File: config.mk
export PLATFORM = sky130hd
export DESIGN_NAME = tcw_cmd_fifo
export DESIGN_NICKNAME = d
export VERILOG_FILES = /design/src/rtl/tcw_pkg.sv /design/src/rtl/tcw_cmd_fifo.sv
export SDC_FILE = /design/constraint.sdc
export NUM_CORES = 1
export LEC_CHECK = 0
export ABC_CLOCK_PERIOD_IN_PS = 2500
export BUFFER_PORTS_ARGS = -buffer_cell sky130_fd_sc_hd__buf_2
export CAP_MARGIN = 20
export CORE_ASPECT_RATIO = 1.4
export CORE_UTILIZATION = 35
export CTS_CLUSTER_DIAMETER = 120
export CTS_CLUSTER_SIZE = 16
export DETAILED_ROUTE_END_ITERATION = 8
export GPL_TIMING_DRIVEN = 0
export PLACE_DENSITY_LB_ADDON = 0.2
export SETUP_SLACK_MARGIN = 0.02
export SLEW_MARGIN = 5
export SYNTH_ARGS = -nofsm -noshare
export SYNTH_HDL_FRONTEND = slang
export SYNTH_SLANG_ARGS = --single-unit
File: constraint.sdc
create_clock -name clk -period 2.5 [get_ports clk]
set_input_delay 0.125 -clock clk [delete_from_list [all_inputs] [get_ports clk]]
set_output_delay 0.125 -clock clk [all_outputs]
set_load 0.01 [all_outputs]
File: src/rtl/tcw_pkg.sv
package tcw_pkg;

	localparam logic [1:0] ACT_PUT   = 2'd0;
	localparam logic [1:0] ACT_CLEAR = 2'd1;
	localparam logic [1:0] ACT_MOVE  = 2'd2;
	localparam logic [1:0] ACT_READ  = 2'd3;

	localparam logic [7:0] CH_LF       = 8'd10;
	localparam logic [7:0] CH_CR       = 8'd13;
	localparam logic [7:0] CH_BLANK    = 8'h20;
	localparam logic [7:0] RESET_COLOR = 8'h0F;

	// widest column and row over the supported geometries
	localparam int CMD_COL_W = 7;
	localparam int CMD_ROW_W = 6;

	typedef struct packed {
		logic [1:0] action;
		logic [7:0] char_code;
		logic [7:0] pos_col;
		logic [7:0] pos_row;
	} in_item_t;

	typedef struct packed {
		logic [7:0] cell_char;
		logic [7:0] cell_attr;
		logic [4:0] cursor_row;
		logic [6:0] cursor_col;
	} out_item_t;

	typedef enum logic [2:0] {
		OP_PUT,
		OP_NEWLINE,
		OP_RETURN,
		OP_CLEAR,
		OP_MOVE,
		OP_READ
	} cmd_op_t;

	typedef struct packed {
		cmd_op_t              op;
		logic [7:0]           ch;
		logic [CMD_COL_W-1:0] col;
		logic [CMD_ROW_W-1:0] row;
		logic [CMD_ROW_W-1:0] scroll_n;
		logic                 full_blank;
		logic                 in_range;
	} cmd_t;

endpackage

File: src/rtl/tcw_cmd_fifo.sv
module tcw_cmd_fifo (
	input  logic          clk,
	input  logic          arst_n,
	input  logic          push,
	input  tcw_pkg::cmd_t push_cmd,
	output logic          full,
	input  logic          pop,
	output tcw_pkg::cmd_t pop_cmd,
	output logic          empty
);

	import tcw_pkg::*;

	cmd_t       mem_q [2];
	logic       wr_ptr_q, rd_ptr_q;
	logic [1:0] count_q;

	assign full = count_q == 2'd2;
	assign empty = count_q == 2'd0;
	assign pop_cmd = mem_q[rd_ptr_q];

	always_ff @(posedge clk or negedge arst_n) begin
		if (!arst_n) begin
			wr_ptr_q <= 1'b0;
			rd_ptr_q <= 1'b0;
			count_q  <= 2'd0;
		end else begin
			if (push) wr_ptr_q <= !wr_ptr_q;
			if (pop) rd_ptr_q <= !rd_ptr_q;
			if (push && !pop) begin
				count_q <= count_q + 2'd1;
			end else if (pop && !push) begin
				count_q <= count_q - 2'd1;
			end
		end
	end

	always_ff @(posedge clk) begin
		if (push) begin
			mem_q[wr_ptr_q] <= push_cmd;
		end
	end

endmodule

==> summary.txt, run 1 <==
Status
  • Outcome: finished clean

Finish
  • Final Non-Filler Cells: ~330
  • Post-layout util: approximately half
  • Most common cell after layout, fill and taps aside: buf_2
  • FILL cells: 630
  • Ant. Diodes: 0
  • Layout cells sized above 1: 51.5%
  • Commonest non-fill, non-tap cells in the layout: 69 x buf_2, 64 x edfxtp_1, 34 x dlygate4sd3_1
  • Fin nets: roughly 270
  • Area Growth Syn to Fin: 38.6%

STA
  • Clock skew: around 0.0034 ns
  • Worst slew pin tran: about 0.96 ns
  • Final hold viol count: 0
  • Setup violations, final: 0
  • Worst setup margin: between 0.9 and 1 ns
  • Final min period: roughly 1.6 ns
  • Slew Viols, Final: 0
  • Final setup TNS: 0 ns
  • Slew headroom: between 30% and 40%
  • Post-route clock period utilization: 63.5%
  • Fmax: between 0.6 and 0.7 GHz
  • RSZ-0062 raised after global routing: false

Power
  • Power density over cell area: 1040 nW/µm²
  • Lkg Pwr: 1.50 nW
  • VDD IR-drop max: 0.493 mV
  • Design Power: between 0.003 and 0.004 W

Route
  • Max Used Layer: met4
  • Met3 WL: 211 µm
  • DR vias: between 1,000 and 1,500
  • Met1 WL: approximately 1600 µm
  • DR pass1 iterations: 4
  • Vias/cell: about 4.3
  • Met2 routed WL: ~2700 µm
  • Antenna-violating nets left: 0
  • Drt wl/cell: around 14 µm
  • Routed WL: 4590 µm
  • DR DRC count: 0
  • Starting DRT DRC Count: 67

CTS
  • TritonCTS clock tree: yes
  • Max clock buf depth: 2
  • Clk_lat worst skew: between 0.3 and 0.4 ns
  • CTS clk-pin slew, worst paths: roughly 0.070 ns
  • H-tree depth: 3
  • Setup bufs post-CTS: 0
  • Root buf cell: clkbuf_8
  • Clock Sinks: between 60 and 70
  • Total CTS buffers: 9

Setup path
  • Worst Path Required: ~2.5 ns
  • R2r worst-path depth: 1
  • Crit Path Max Fanout: 32
  • Reg-to-Reg Start: wr_ptr_q$_DFFE_PN0P_
  • Slowest stage delay, CP: 0.77 ns
  • CP bufs+invs: 0
  • Reg2reg end: mem_q[0][3]$_DFFE_PP_
  • Crit path launch type: flip-flop
  • Critical path arrival: between 1.5 and 2 ns
  • Flop-to-flop setup slack: 0.91 ns
  • Cell Chain, Critical Path: nor2b_4
  • WS Path Type: flip-flop to flip-flop
  • CP max-delay cell: nor2b_4
  • CP Capture Type: flip-flop
  • Delay-heaviest family, CP: simple AND/OR/NAND/NOR gates

Floorplan
  • Full die area: ~8000 µm²
  • # IOs: 70
  • Initial cell density of the core: a little over a third
  • DIE WIDTH: 75.5 µm
  • Die H: 105 µm
  • Core box area: 7360 µm²
  • Std-Cell Rows: 37

Worst hold path
  • Worst Min Path Start: push
  • Worst min-delay path category: input pin to flip-flop
  • WHS Path Cells: 2
  • Hold-critical path endpoint: wr_ptr_q$_DFFE_PN0P_

Logic synthesis
  • Count of different cell masters after synthesis: 13
  • Mapped cell area: 2650 µm²
  • Synthesized instance count: ~120
  • Syn_area_per_cell: around 23 µm²
  • Synthesized flop and latch total: 68
  • Synth Warn #: 0
  • Post-Syn Nets: between 150 and 200
  • Sequential cell area fraction in the yosys report: between 70% and 80%

Placed design
  • Port Buffers: 69
  • Post-DP HPWL: between 2000 and 3000 µm
  • Pre-CTS WS: between 0.8 and 0.9 ns
  • Post-placement cell count: between 200 and 300
  • Gpl congestion: a little under 0.7

Global route
  • Initial antenna violation count: 0
  • First-pass GRT wire length: ~7200 µm
  • GRT overflow: 0
  • GRT Total Usage: roughly an eighth
  • Vias in the first global route: about 1,600
  • Pin count of the biggest net entering global routing: 33

Flow run
  • Max Cap Viol: 0
[power breakdown]
| part | switching (W) | internal [W] |
|---|---|---|
| logic | 0.000568 | 0.000705 |
| clock network | 0.000389 | 0.000553 |
| registers | 0.0000829 | 0.00152 |
[timing repair]
action,4_1_cts,5_1_grt
endpoints found under the setup margin,0,0
hold buffers,34,0
hold endpoints to repair,69,0
gates resized for setup,0,0
[cells by family (layout without fill, tap and decap cells)]
logic type                 count (synthesis)  after routing  synth area share [%]
and+or+nand+nor                            5              5                 0.992
muxes                                     32             32                  17.7
xor gates and xnor gates                   5              5                  1.65
adders and majority gates                  1              1                 0.472
buffers and inverters                      5            124                  2.83
DFF                                       68             68                  76.3
[Yosys cell counts]
cell type | instances | area (µm²)
edfxtp_1 | 64 | 1920
mux2_4 | 29 | 435
dfrtp_1 | 4 | 100
xor2_1 | 4 | 35.0
buf_12 | 3 | 60.1
mux2_2 | 3 | 33.8
nor2_1 | 2 | 7.51
nor2b_1 | 2 | 12.5
and2_1 | 1 | 6.26
buf_6 | 1 | 11.3
ha_1 | 1 | 12.5
inv_1 | 1 | 3.75
xnor2_1 | 1 | 8.76
[worst max-delay path by stage]
| stage | start | end | slack, ns | depth (start not counted) |
|---|---|---|---|---|
| after floorplan | wr_ptr_q$_DFFE_PN0P_ | mem_q[0][0]$_DFFE_PP_ | 0.23 | 1 |
| after global placement | wr_ptr_q$_DFFE_PN0P_ | mem_q[0][1]$_DFFE_PP_ | -0.43 | 1 |
| after detailed placement | wr_ptr_q$_DFFE_PN0P_ | mem_q[0][1]$_DFFE_PP_ | 0.87 | 1 |
| after CTS | wr_ptr_q$_DFFE_PN0P_ | mem_q[0][3]$_DFFE_PP_ | 0.86 | 1 |
| after global routing | wr_ptr_q$_DFFE_PN0P_ | mem_q[0][7]$_DFFE_PP_ | 0.82 | 1 |
| final | wr_ptr_q$_DFFE_PN0P_ | mem_q[0][3]$_DFFE_PP_ | 0.91 | 1 |
[flip-flops by register name, summed over array words and instances (netlist names)]
| name | cells |
|---|---|
| count_q | 2 |
| mem_q | 64 |
| rd_ptr_q | 1 |
| wr_ptr_q | 1 |
[per-layer routing]
layer	global-route usage, %	vias up
li1	-	675
met1	11.7	695
met2	24.0	40
met3	5.21	9
met4	7.94	0
met5	0	-
[final cells by class]
class | count | area [µm²] | share of cell area (%)
Sequential cell | 68 | 2020 | 55.1
Clock inverter | 6 | 78.8 | 2.15
Inverter | 1 | 3.75 | 0.102
Tap cell | 97 | 121 | 3.31
Multi-Input combinational cell | 43 | 561 | 15.3
Clock buffer | 10 | 128 | 3.48
Timing Repair Buffer | 103 | 686 | 18.7
Buffer | 4 | 71.3 | 1.94
[stage by stage]
step	hold WS [ns]	instance area (µm²)
final	0.0349	3670
after global routing	0.0223	3670
after CTS	0.0217	3670
after detailed placement	-0.0646	3120
after global placement	-0.0711	3120
after floorplan	-0.171	2650
Note: power is estimated with default switching activity, not from simulation.
==> run 2, diff against run 1 <==
--- a/config.mk
+++ b/config.mk
@@ -5,7 +5,7 @@
 export SDC_FILE = /design/constraint.sdc
 export NUM_CORES = 1
 export LEC_CHECK = 0
-export ABC_CLOCK_PERIOD_IN_PS = 2500
+export ABC_CLOCK_PERIOD_IN_PS = 1600
 export BUFFER_PORTS_ARGS = -buffer_cell sky130_fd_sc_hd__buf_2
 export CAP_MARGIN = 20
 export CORE_ASPECT_RATIO = 1.4
==> constraint.sdc (replaced) <==
create_clock -name clk -period 1.6 [get_ports clk]
set_input_delay 0.08 -clock clk [delete_from_list [all_inputs] [get_ports clk]]
set_output_delay 0.08 -clock clk [all_outputs]
set_load 0.01 [all_outputs]
==> summary.txt, run 2 (synthesis results as in run 1) <==
Status
  • Outcome: finished clean

Finish
  • Top reg by flops: mem_q
  • Post-layout util: between 50% and 60%
  • Ant. Diodes: 0
  • Commonest non-fill, non-tap cells in the layout: 69 x buf_2, 64 x edfxtp_1, 35 x dlygate4sd3_1
  • Most common cell after layout, fill and taps aside: buf_2
  • Area Growth Syn to Fin: 40.2%
  • Layout cells sized above 1: approximately 52%
  • Fin nets: 268
  • Max FFs per register: 64
  • Biggest regs: mem_q x64, count_q x2

Power
  • Design Power: between 0.006 and 0.007 W
  • VDD IR-drop max: 0.958 mV
  • Lkg Pwr: approximately 1.5 nW
  • Power density over cell area: ~1700 nW/µm²

Global route
  • GRT overflow: 0
  • GRT Total Usage: about an eighth
  • First-pass GRT wire length: around 7000 µm
  • Vias in the first global route: around 1,500
  • Initial antenna violation count: 0
  • Pin count of the biggest net entering global routing: 33

CTS
  • Clock Sinks: just under 70
  • TritonCTS clock tree: yes
  • H-tree depth: 3
  • CTS clk-pin slew, worst paths: about 0.070 ns
  • Max clock buf depth: 2
  • Setup bufs post-CTS: 0
  • Root buf cell: clkbuf_8
  • Clk_lat worst skew: ~0.33 ns
  • Post-CTS Resized: 0
  • Total CTS buffers: 9

Route
  • DR vias: about 1,400
  • Vias/cell: 4.18
  • Starting DRT DRC Count: 49
  • Antenna-violating nets left: 0
  • Routed WL: around 4500 µm
  • DR DRC count: 0
  • DR pass1 iterations: 4
  • Drt wl/cell: around 13 µm

Placed design
  • Post-DP HPWL: about 2800 µm
  • Gpl congestion: ~0.62
  • Pre-CTS WS: -0.0106 ns
  • Port Buffers: 69

Setup path
  • Delay-heaviest family, CP: simple AND/OR/NAND/NOR gates
  • Slowest stage delay, CP: approximately 0.77 ns
  • Crit path launch type: flip-flop
  • Cell Chain, Critical Path: nor2b_4
  • WS Path Type: flip-flop to flip-flop
  • Crit Path Max Fanout: 32
  • Critical path arrival: about 1.5 ns
  • CP bufs+invs: 0
  • Worst Path Required: around 1.6 ns
  • CP max-delay cell: nor2b_4
  • CP Capture Type: flip-flop

STA
  • Worst slew pin tran: 0.958 ns
  • Final min period: about 1.6 ns
  • Hold WS: between 0.08 and 0.09 ns
  • Post-route clock period utilization: a little under 100%
  • RSZ-0062 raised after global routing: true
  • Slew Viols, Final: 0
  • Final hold viol count: 0
  • Setup violations, final: 0
  • Slew headroom: 36.0%
  • Worst setup margin: around 0.017 ns
  • Clock skew: between 0.004 and 0.005 ns
  • Fmax: 0.632 GHz
  • Final setup TNS: 0 ns

Floorplan
  • Full die area: ~8000 µm²
  • Die H: between 100 and 150 µm
  • Std-Cell Rows: 37
  • # IOs: 70
  • Initial cell density of the core: between 30% and 40%
  • Core box area: 7360 µm²
  • DIE WIDTH: between 70 and 80 µm

Worst hold path
  • Worst min-delay path category: input pin to async pin

Flow run
  • Max Cap Viol: 0
## run 2: layout make-up
type	instances	area, µm²
clock buffer	9	124
sequential	68	2020
inverter	1	3.75
tap	97	121
buffer	4	71.3
timing repair buffer	104	696
fill	639	3650
multi-input combinational	43	561
clock inverter	7	115
## run 2: timing repair
action                                  in CTS  in global routing
endpoints found under the setup margin      32                 64
hold endpoints to repair                    70                  0
hold buffers                                35                  0
## run 2: worst paths after layout
check | start | slack, ns | end | cells after the start
max in group asynchronous | arst_n | 1.40 | wr_ptr_q$_DFFE_PN0P_ | 2
hold / removal | arst_n | 0.08 | rd_ptr_q$_DFFE_PN0P_ | 2
min in group clk | push | 0.13 | count_q[0]$_DFFE_PN0P_ | 3
hold reg to reg | count_q[1]$_DFFE_PN0P_ | 0.49 | count_q[1]$_DFFE_PN0P_ | 1
setup / recovery | wr_ptr_q$_DFFE_PN0P_ | 0.02 | mem_q[0][26]$_DFFE_PP_ | 1
setup reg to reg | wr_ptr_q$_DFFE_PN0P_ | 0.02 | mem_q[0][26]$_DFFE_PP_ | 1
## run 2: metrics by stage
| stage | std cells | cell area [µm²] |
|---|---|---|
| floorplan | 116 | 2660 |
| global placement | 282 | 3120 |
| detailed placement | 282 | 3120 |
| CTS | 333 | 3710 |
| global route | 333 | 3710 |
| finish | 333 | 3710 |
## run 2: per-layer routing
layer | GRT usage, % | part of all wire [%] | vias to the layer above
met4 | 6.08 | 1.7 | 0
li1 | - | - | 679
met3 | 5.01 | 3.7 | 5
met5 | 0 | 0 | -
met1 | 12.0 | 37 | 672
met2 | 22.1 | 58 | 37
## run 2: power breakdown
group          switching [W]  internal [W]
Clock               0.000620       0.00103
Combinational       0.000889       0.00110
Sequential          0.000124       0.00238
