File: src/rtl/tcw_pkg.sv
package tcw_pkg;

	localparam logic [1:0] ACT_PUT   = 2'd0;
	localparam logic [1:0] ACT_CLEAR = 2'd1;
	localparam logic [1:0] ACT_MOVE  = 2'd2;
	localparam logic [1:0] ACT_READ  = 2'd3;

	localparam logic [7:0] CH_LF       = 8'd10;
	localparam logic [7:0] CH_CR       = 8'd13;
	localparam logic [7:0] CH_BLANK    = 8'h20;
	localparam logic [7:0] RESET_COLOR = 8'h0F;

	// widest column and row over the supported geometries
	localparam int CMD_COL_W = 7;
	localparam int CMD_ROW_W = 6;

	typedef struct packed {
		logic [1:0] action;
		logic [7:0] char_code;
		logic [7:0] pos_col;
		logic [7:0] pos_row;
	} in_item_t;

	typedef struct packed {
		logic [7:0] cell_char;
		logic [7:0] cell_attr;
		logic [4:0] cursor_row;
		logic [6:0] cursor_col;
	} out_item_t;

	typedef enum logic [2:0] {
		OP_PUT,
		OP_NEWLINE,
		OP_RETURN,
		OP_CLEAR,
		OP_MOVE,
		OP_READ
	} cmd_op_t;

	typedef struct packed {
		cmd_op_t              op;
		logic [7:0]           ch;
		logic [CMD_COL_W-1:0] col;
		logic [CMD_ROW_W-1:0] row;
		logic [CMD_ROW_W-1:0] scroll_n;
		logic                 full_blank;
		logic                 in_range;
	} cmd_t;

endpackage

File: src/rtl/tcw_front.sv
module tcw_front #(
	parameter int COLUMNS = 80,
	parameter int ROWS    = 25
) (
	input  logic             clk,
	input  logic             arst_n,
	input  logic             in_valid,
	output logic             in_stall,
	input  tcw_pkg::in_item_t in_data,
	input  logic             init_done,
	output logic             push,
	output tcw_pkg::cmd_t    cmd,
	input  logic             q_full
);

	import tcw_pkg::*;

	// reciprocal for the column split, exact after one correction step
	localparam int RECIP = (1 << 16) / COLUMNS;

	logic       valid_s1, valid_s2, valid_s3;
	in_item_t   item_s1, item_s2, item_s3;
	logic [7:0] q_est_s1, q_est_s2;
	logic [8:0] rem_s2;
	logic [6:0] col_s3;
	logic [8:0] y_s3;

	logic        en1, en2, en3;
	logic [23:0] prod;
	logic [15:0] qc;
	logic        corr;
	logic [8:0]  rem_fix;
	logic        over, full;
	logic [8:0]  n_full;

	assign en3 = !valid_s3 || push;
	assign en2 = !valid_s2 || en3;
	assign en1 = (!valid_s1 || en2) && init_done;
	assign in_stall = !en1;
	assign push = valid_s3 && !q_full;

	assign prod = {16'b0, in_data.pos_col} * 24'(RECIP);
	assign qc = 16'(q_est_s1) * 16'(COLUMNS);
	assign corr = rem_s2 >= 9'(COLUMNS);
	assign rem_fix = corr ? rem_s2 - 9'(COLUMNS) : rem_s2;

	always_ff @(posedge clk or negedge arst_n) begin
		if (!arst_n) begin
			valid_s1 <= 1'b0;
			valid_s2 <= 1'b0;
			valid_s3 <= 1'b0;
		end else begin
			if (en1) valid_s1 <= in_valid;
			if (en2) valid_s2 <= valid_s1;
			if (en3) valid_s3 <= valid_s2;
		end
	end

	always_ff @(posedge clk) begin
		if (en1) begin
			item_s1  <= in_data;
			q_est_s1 <= prod[23:16];
		end
		if (en2) begin
			item_s2  <= item_s1;
			q_est_s2 <= q_est_s1;
			rem_s2   <= {1'b0, item_s1.pos_col} - qc[8:0];
		end
		if (en3) begin
			item_s3 <= item_s2;
			col_s3  <= 7'(rem_fix);
			y_s3    <= {1'b0, item_s2.pos_row} + {1'b0, q_est_s2} + {8'b0, corr};
		end
	end

	assign over = y_s3 >= 9'(ROWS);
	assign full = y_s3 >= 9'(2 * ROWS - 1);
	assign n_full = y_s3 - 9'(ROWS - 1);

	always_comb begin
		cmd = '0;
		cmd.op = OP_PUT;
		cmd.ch = item_s3.char_code;
		case (item_s3.action)
			ACT_PUT: begin
				if (item_s3.char_code == CH_LF) begin
					cmd.op = OP_NEWLINE;
				end else if (item_s3.char_code == CH_CR) begin
					cmd.op = OP_RETURN;
				end else begin
					cmd.op = OP_PUT;
				end
			end
			ACT_CLEAR: begin
				cmd.op = OP_CLEAR;
			end
			ACT_MOVE: begin
				cmd.op = OP_MOVE;
				cmd.col = CMD_COL_W'(col_s3);
				cmd.row = over ? CMD_ROW_W'(ROWS - 1) : CMD_ROW_W'(y_s3);
				cmd.scroll_n = (over && !full) ? CMD_ROW_W'(n_full) : '0;
				cmd.full_blank = full;
			end
			ACT_READ: begin
				cmd.op = OP_READ;
				cmd.col = CMD_COL_W'(item_s3.pos_col);
				cmd.row = CMD_ROW_W'(item_s3.pos_row);
				cmd.in_range = ({1'b0, item_s3.pos_col} < 9'(COLUMNS)) &&
					({1'b0, item_s3.pos_row} < 9'(ROWS));
			end
			default: begin
				cmd.op = OP_PUT;
			end
		endcase
	end

endmodule

File: config.mk
export PLATFORM = sky130hd
export DESIGN_NAME = tcw_front
export DESIGN_NICKNAME = d
export VERILOG_FILES = /design/src/rtl/tcw_pkg.sv /design/src/rtl/tcw_front.sv
export SDC_FILE = /design/constraint.sdc
export NUM_CORES = 1
export LEC_CHECK = 0
export ABC_CLOCK_PERIOD_IN_PS = 4300
export BUFFER_PORTS_ARGS = -buffer_cell sky130_fd_sc_hd__buf_4
export CAP_MARGIN = 20
export CORE_MARGIN = 2
export CORE_UTILIZATION = 50
export CTS_CLUSTER_SIZE = 10
export DETAILED_ROUTE_END_ITERATION = 10
export GPL_TIMING_DRIVEN = 0
export PLACE_DENSITY = 0.71
export SLEW_MARGIN = 40
export SYNTH_ARGS = -nofsm -noshare
export SYNTH_HDL_FRONTEND = slang
export SYNTH_SLANG_ARGS = --single-unit
File: constraint.sdc
create_clock -name clk -period 4.3 [get_ports clk]
set_input_delay 0.215 -clock clk [delete_from_list [all_inputs] [get_ports clk]]
set_output_delay 0.215 -clock clk [all_outputs]
set_load 0.1 [all_outputs]
==> results of run 1 <==
-- kinds of logic (layout without fill, tap and decap cells) --
logic type,Yosys count,count (layout),share of synthesized area [%]
simple gates,68,68,7.94
buf+inv,53,135,4.68
fa+ha+maj,57,57,16.7
flops,102,102,62.4
xor+xnor,13,13,2.33
mux,3,3,0.614
compound gates,33,33,5.33
-- sequential cells by signal, summed over array words and instances, names as in the netlist, 2 cells and up --
| register | count |
|---|---|
| cmd | 8 |
| col_s3 | 3 |
| item_s1 | 26 |
| item_s2 | 26 |
| item_s3 | 18 |
| q_est_s1 | 2 |
| q_est_s2 | 2 |
| rem_s2 | 5 |
| y_s3 | 9 |
-- repair_timing --
action,CTS,global route
setup endpoints to repair,0,0
hold endpoints to repair,3,0
hold buffers,1,0
-- worst paths after layout --
| check | start | to | slack [ps] | depth (start not counted) |
|---|---|---|---|---|
| max in group asynchronous | arst_n | valid_s2 | 4030 | 2 |
| min reg2reg | item_s2[16] | cmd[21] | 420 | 0 |
| max reg2reg | rem_s2[4] | y_s3[8] | 1500 | 8 |
| min in group asynchronous | arst_n | valid_s1 | 180 | 2 |
| max | in_data[11] | q_est_s1[1] | 940 | 12 |
| min | in_data[21] | item_s1[21] | 30 | 1 |
-- worst max-delay path, stage by stage --
cell      delay [ps]
buf_4            120
ha_1             320
ha_1             190
or2_2            330
fa_1             480
fa_1             490
ha_1             320
a211o_1          250
o211ai_1          80
a21oi_1          160
or4_1            530
nand3_1           90
-- layout by cell type, fill, tap and decap left out, types with 5 or more instances in the layout --
master     n
xnor2_1    7
clkbuf_1   5
clkbuf_8   9
ha_1      43
nor2b_1    8
xor2_1     6
fa_1      14
edfxtp_1  99
nor2_1    14
buf_4     72
inv_1     39
and2_1     6
nand2b_1   6
a21oi_1    9
-- layer usage --
layer	part of all wire, %	global-route usage [%]	vias up
li1	-	-	1341
met1	41	17.6	1247
met2	54	28.5	54
met3	4.0	3.12	10
met4	1.4	5.87	0
met5	0	0	-
-- power by group --
group	internal, W	total (W)	switching [W]
clock	0.000273	0.000578	0.000305
sequential	0.00130	0.00139	0.0000907
combinational	0.000297	0.000898	0.000601
total	0.00187	0.00286	0.000997
-- layout make-up --
cell class	instances	area, sq um	area share (%)
clock inverter	6	70.1	1.21
clock buffer	10	128	2.20
sequential	102	3050	52.7
timing repair buffer	66	518	8.95
inverter	40	150	2.59
buffer	13	78.8	1.36
multi-input combinational	174	1630	28.1
tap	133	166	2.88
-- stage by stage --
step           cells  instance area, sq um  total power (W)  util (%)
5_1_grt          544                  5790          0.00303      60.0
6_report         544                  5790          0.00286      60.0
3_5_place_dp     527                  5580          0.00231      57.9
4_1_cts          544                  5790          0.00289      60.0
2_1_floorplan    329                  4890          0.00208         -
3_3_place_gp     526                  5540          0.00226      57.5
==> results.txt, run 1 <==
TritonCTS Buffers -> 9
N_diodes -> 0
Via/cell ratio -> 4.88
Core ar. -> 9640 sq um
Yosys warns -> 0
Post-synth top flop -> edfxtp_1
Later-pin clock latency in the skew report -> 350 ps
Unrepaired setup endpoints after global routing -> no
WHS -> 29.5 ps
PD cells -> 495 nW/um^2
Minimum clock period -> 3360 ps
Area growth syn-to-layout -> 18.4%
Most frequent cell after synthesis -> edfxtp_1
Register area share after synthesis -> 62.4%
CTS clk-pin slew, worst paths -> 90 ps
TritonRoute pass-1 iters -> 6
HP Class -> in2reg
Max Clock Skew -> 7.06 ps
Fin. max-slew vios -> 0
Die Wd -> 103 um
Post-route ant nets -> 0
Hold Vio Cnt, Final -> 0
Critical path fanouts, max -> 3
Share of layout cells above drive strength 1 -> 23.6%
Post-CTS resize count -> 0
Startpoint Class -> primary input
Share of synthesized registers carrying an async set or reset -> 2.94%
Dpl hpwl -> 6110 um
Final Cycle Share -> 78.2%
Vias in the first global route -> 2719
Fill cell count -> 791
Die area -> 10600 sq um
Rel. slew slack -> 61.0%
# setup viols final -> 0
Initial Util -> 50.7%
Cell Rows -> 36
Largest net degree at the start of global routing -> 37
Outcome -> complete, no violations
Post-CTS Setup Bufs -> 0
Gr ovfl total -> 0
I/O Pins -> 65
Maxcap violations -> 0
CTS Buffer Depth -> 2
CTS Root Cell -> clkbuf_8
CTS H-Tree Depth -> 3
Clk sinks -> 102
Critical Setup Path Class -> in2reg
Number of synthesized register bits -> 102
Wire per inst -> 14.2 um
Critical path arrival -> 3580 ps
First-pass GRT wire length -> 12200 um
Least-Margin Pin Slew -> 583 ps
Top cells by area, synth -> edfxtp_1 (61%), ha_1 (11%), fa_1 (5.7%)
Synth Instances -> 329
WL final -> 7740 um
Synth top area share -> 60.8%
CTS tree -> built
Setup WS post-layout -> 939 ps
Count of different cell masters after synthesis -> 44
NumNets Final -> 494
Antenna violations before repair -> 0
Syn_area_per_cell -> 14.9 sq um
Net Count, Synth -> 417
Crit. End Element -> flip-flop
Peak VDD IR -> 0.000218 V
Max frequency -> 0.298 GHz
Leakage power -> 2.45 nW
Area leader, netlist -> edfxtp_1
Number of synthesized flops with an enable pin -> 99
All-layer global routing usage -> 15.4%
Synth top cells by count -> edfxtp_1 (99), ha_1 (43), inv_1 (40)
Iter 0 DRT Violations -> 81
Post-Place Setup Slack -> 559 ps
Die H -> 103 um
Setup TNS -> 0 ps
Vias post-DR -> 2652
Synthesized area -> 4890 sq um
CP Data Required Time -> 4520 ps
Global placement routability congestion -> 0.865
PortBufs -> 64
DRC -> 0
No activity file was read; power rests on OpenSTA's default activity.
==> inputs of run 2 (changes only) <==
--- a/config.mk
+++ b/config.mk
@@ -5,7 +5,7 @@
 export SDC_FILE = /design/constraint.sdc
 export NUM_CORES = 1
 export LEC_CHECK = 0
-export ABC_CLOCK_PERIOD_IN_PS = 4300
+export ABC_CLOCK_PERIOD_IN_PS = 2750
 export BUFFER_PORTS_ARGS = -buffer_cell sky130_fd_sc_hd__buf_4
 export CAP_MARGIN = 20
 export CORE_MARGIN = 2
@@ -13,7 +13,7 @@
 export CTS_CLUSTER_SIZE = 10
 export DETAILED_ROUTE_END_ITERATION = 10
 export GPL_TIMING_DRIVEN = 0
-export PLACE_DENSITY = 0.71
+export PLACE_DENSITY = 0.73
 export SLEW_MARGIN = 40
 export SYNTH_ARGS = -nofsm -noshare
 export SYNTH_HDL_FRONTEND = slang
==> constraint.sdc (replaced) <==
create_clock -name clk -period 2.75 [get_ports clk]
set_input_delay 0.1375 -clock clk [delete_from_list [all_inputs] [get_ports clk]]
set_output_delay 0.1375 -clock clk [all_outputs]
set_load 0.1 [all_outputs]
==> run 2 against run 1 <==
Combinational power increased by 68%; the run now ends with negative setup slack left; power increased by 57%; via count is 6.3% higher; clock skew shrank 1.1 ps; die area unchanged; design area grew 7.0%; final cell count grew 5.5%; non-clock buffer count increased by 30; global-route usage is 0.55 points higher; clock power increased by 40%; register-to-register slack got worse by 1400 ps; wire length is 5.7% higher.
==> results.txt, run 2 (synthesis results as in run 1) <==
Slowest-stage cell, CP -> fa_1 (was or4_1)
TritonRoute pass-1 iters -> 4 (was 6)
Placed Area -> 5620 sq um (was 5580 sq um)
NumNets Final -> 524 (was 494)
Vias post-DR -> 2820 (was 2652)
TritonCTS Buffers -> 9 (unchanged)
Global routing usage on met2 -> 29.9% (was 28.5%)
DRC -> 0 (unchanged)
Tot Pwr -> 0.00450 W (was 0.00286 W)
Gr ovfl total -> 0 (unchanged)
WHS -> 31.5 ps (was 29.5 ps)
Setup WS post-layout -> -170 ps (was 939 ps)
Met1 GRT Util -> 18.2% (was 17.6%)
Startpoint Class -> primary input (unchanged)
Clk sinks -> 102 (unchanged)
Cell Rows -> 36 (unchanged)
Critical Setup Path Class -> in2reg (unchanged)
Failing checks -> negative setup slack
Minimum clock period -> 2920 ps
Dpl hpwl -> 6020 um (was 6110 um)
Fill cell count -> 736 (was 791)
Critical Path, Cell by Cell -> buf_4 > inv_1 > ha_4 > fa_2 > fa_1 > inv_1 > ha_1 > ha_1 > and4_1 > nand4_1 > nand2_2 > or4_1 > nand3_1 (was buf_4 > ha_1 > ha_1 > or2_2 > fa_1 > fa_1 > ha_1 > a211o_1 > o211ai_1 > a21oi_1 > or4_1 > nand3_1)
Max Clock Skew -> 5.96 ps (was 7.06 ps)
Critical path arrival -> 3140 ps (was 3580 ps)
Hold Vio Cnt, Final -> 0 (unchanged)
Rel. slew slack -> 61.7% (was 61.0%)
Most common cell after layout, fill and taps aside -> edfxtp_1 (unchanged)
Fin. max-slew vios -> 0 (unchanged)
Final instance area -> 6190 sq um (was 5790 sq um)
# setup viols final -> 2 (was 0)
Iter 0 DRT Violations -> 70 (was 81)
CP top delay family -> adder cells (unchanged)
Grt peak-use layer -> met2 (unchanged)
PortBufs -> 64 (unchanged)
Later-pin clock latency in the skew report -> 350 ps (about the same)
Post-route ant nets -> 0 (unchanged)
I/O Pins -> 65 (unchanged)
Initial Util -> 50.7% (unchanged)
CTS tree -> built (unchanged)
All-layer global routing usage -> 16.0% (was 15.4%)
Largest net degree at the start of global routing -> 37 (unchanged)
Least-Margin Pin Slew -> 573 ps (was 583 ps)
Wire per inst -> 14.3 um (was 14.2 um)
Peak VDD IR -> 0.000416 V (was 0.000218 V)
CTS clk-pin slew, worst paths -> 90 ps (about the same)
Max frequency -> 0.342 GHz
Via/cell ratio -> 4.91 (was 4.88)
Die H -> 103 um (unchanged)
Vias in the first global route -> 2753 (was 2719)
First-pass GRT wire length -> 12600 um (was 12200 um)
Die area -> 10600 sq um (unchanged)
Critical path fanouts, max -> 4 (was 3)
Area growth syn-to-layout -> 26.7% (was 18.4%)
CTS H-Tree Depth -> 3 (unchanged)
Most frequent cells in the layout -> edfxtp_1 (99), buf_4 (73), inv_1 (38), ha_1 (38), dlygate4sd3_1 (27) (was edfxtp_1 (99), buf_4 (72), ha_1 (43))
Share of layout cells above drive strength 1 -> 27.2% (was 23.6%)
Leakage power -> 2.58 nW (was 2.45 nW)
Regs by FF count -> item_s1 (26), item_s2 (26), item_s3 (18) (unchanged)
Core ar. -> 9640 sq um (unchanged)
CTS Buffer Depth -> 2 (unchanged)
N_diodes -> 0 (unchanged)
M3 GR Usage -> 3.19% (was 3.12%)
Crit path buf inv count -> 3 (was 1)
WL final -> 8190 um (was 7740 um)
CTS Root Cell -> clkbuf_8 (unchanged)
Final Cycle Share -> 106%
Max stage delay on crit path -> 530 ps (about the same)
Antenna violations before repair -> 0 (unchanged)
CP Data Required Time -> 2970 ps (was 4520 ps)
Global placement routability congestion -> 0.888 (was 0.865)
Maxcap violations -> 0 (unchanged)
Crit. End Element -> flip-flop (unchanged)
Unrepaired setup endpoints after global routing -> yes (was no)
PD cells -> 726 nW/um^2 (was 495 nW/um^2)
Outcome -> complete, but fails checks (was complete, no violations)
Die Wd -> 103 um (unchanged)
HP Class -> in2reg (unchanged)
run 2: changes by cell type in the layout (fill, tap and decap cells not counted), moves of 5 or more:
cell | before | now
ha_1 | 43 | 38
dlygate4sd3_1 | 1 | 27
fa_1 | 14 | 8
ha_4 | 0 | 5
fa_2 | 0 | 6
run 2: report_power, final:
group          switching, W  total, W  internal, W
sequential         0.000148   0.00218      0.00203
clock              0.000477  0.000812     0.000335
combinational      0.000972   0.00151     0.000536
run 2: final cells by class:
cell class	instances	area (sq um)	area share (%)
multi-input combinational	174	1750	28.2
clock buffer	10	128	2.06
inverter	40	150	2.42
clock inverter	6	46.3	0.747
timing repair buffer	96	827	13.4
tap	133	166	2.69
sequential	102	3050	49.2
buffer	13	78.8	1.27
run 2: stage by stage:
| step | setup TNS (ps) | setup slack [ps] | instances | util [%] |
|---|---|---|---|---|
| CTS | -403 | -212 | 571 | 63.3 |
| finish | -276 | -170 | 574 | 64.3 |
| floorplan | -1100 | -296 | 329 | - |
| detailed placement | -1390 | -691 | 527 | 58.3 |
| global placement | -1190 | -615 | 526 | 58.0 |
| global route | -514 | -277 | 574 | 64.3 |
run 2: what timing repair did:
action | in CTS | in global routing
hold buffers | 27 | 0
hold endpoints to repair | 29 | 0
gates resized for setup | 6 | 12
pin swaps | 7 | 7
setup endpoints to repair | 4 | 9
setup buffers | 1 | 3
run 2: layer usage:
| metal | wire length [um] | up-vias |
|---|---|---|
| met5 | 0 | - |
| met4 | 60 | 0 |
| met3 | 370 | 7 |
| met2 | 4420 | 65 |
| met1 | 3340 | 1347 |
| li1 | - | 1401 |
run 2: final timing paths:
path                        startpoint  depth (start not counted)  slack (ps)     endpoint
setup / recovery           in_data[14]                         13        -170  q_est_s1[1]
hold / removal              in_data[9]                          1          30   item_s1[9]
setup reg to reg             rem_s2[4]                          8         100      y_s3[8]
hold reg to reg            item_s2[13]                          0         420  item_s3[13]
max in group asynchronous       arst_n                          2        2550     valid_s2
min in group asynchronous       arst_n                          2         110     valid_s1
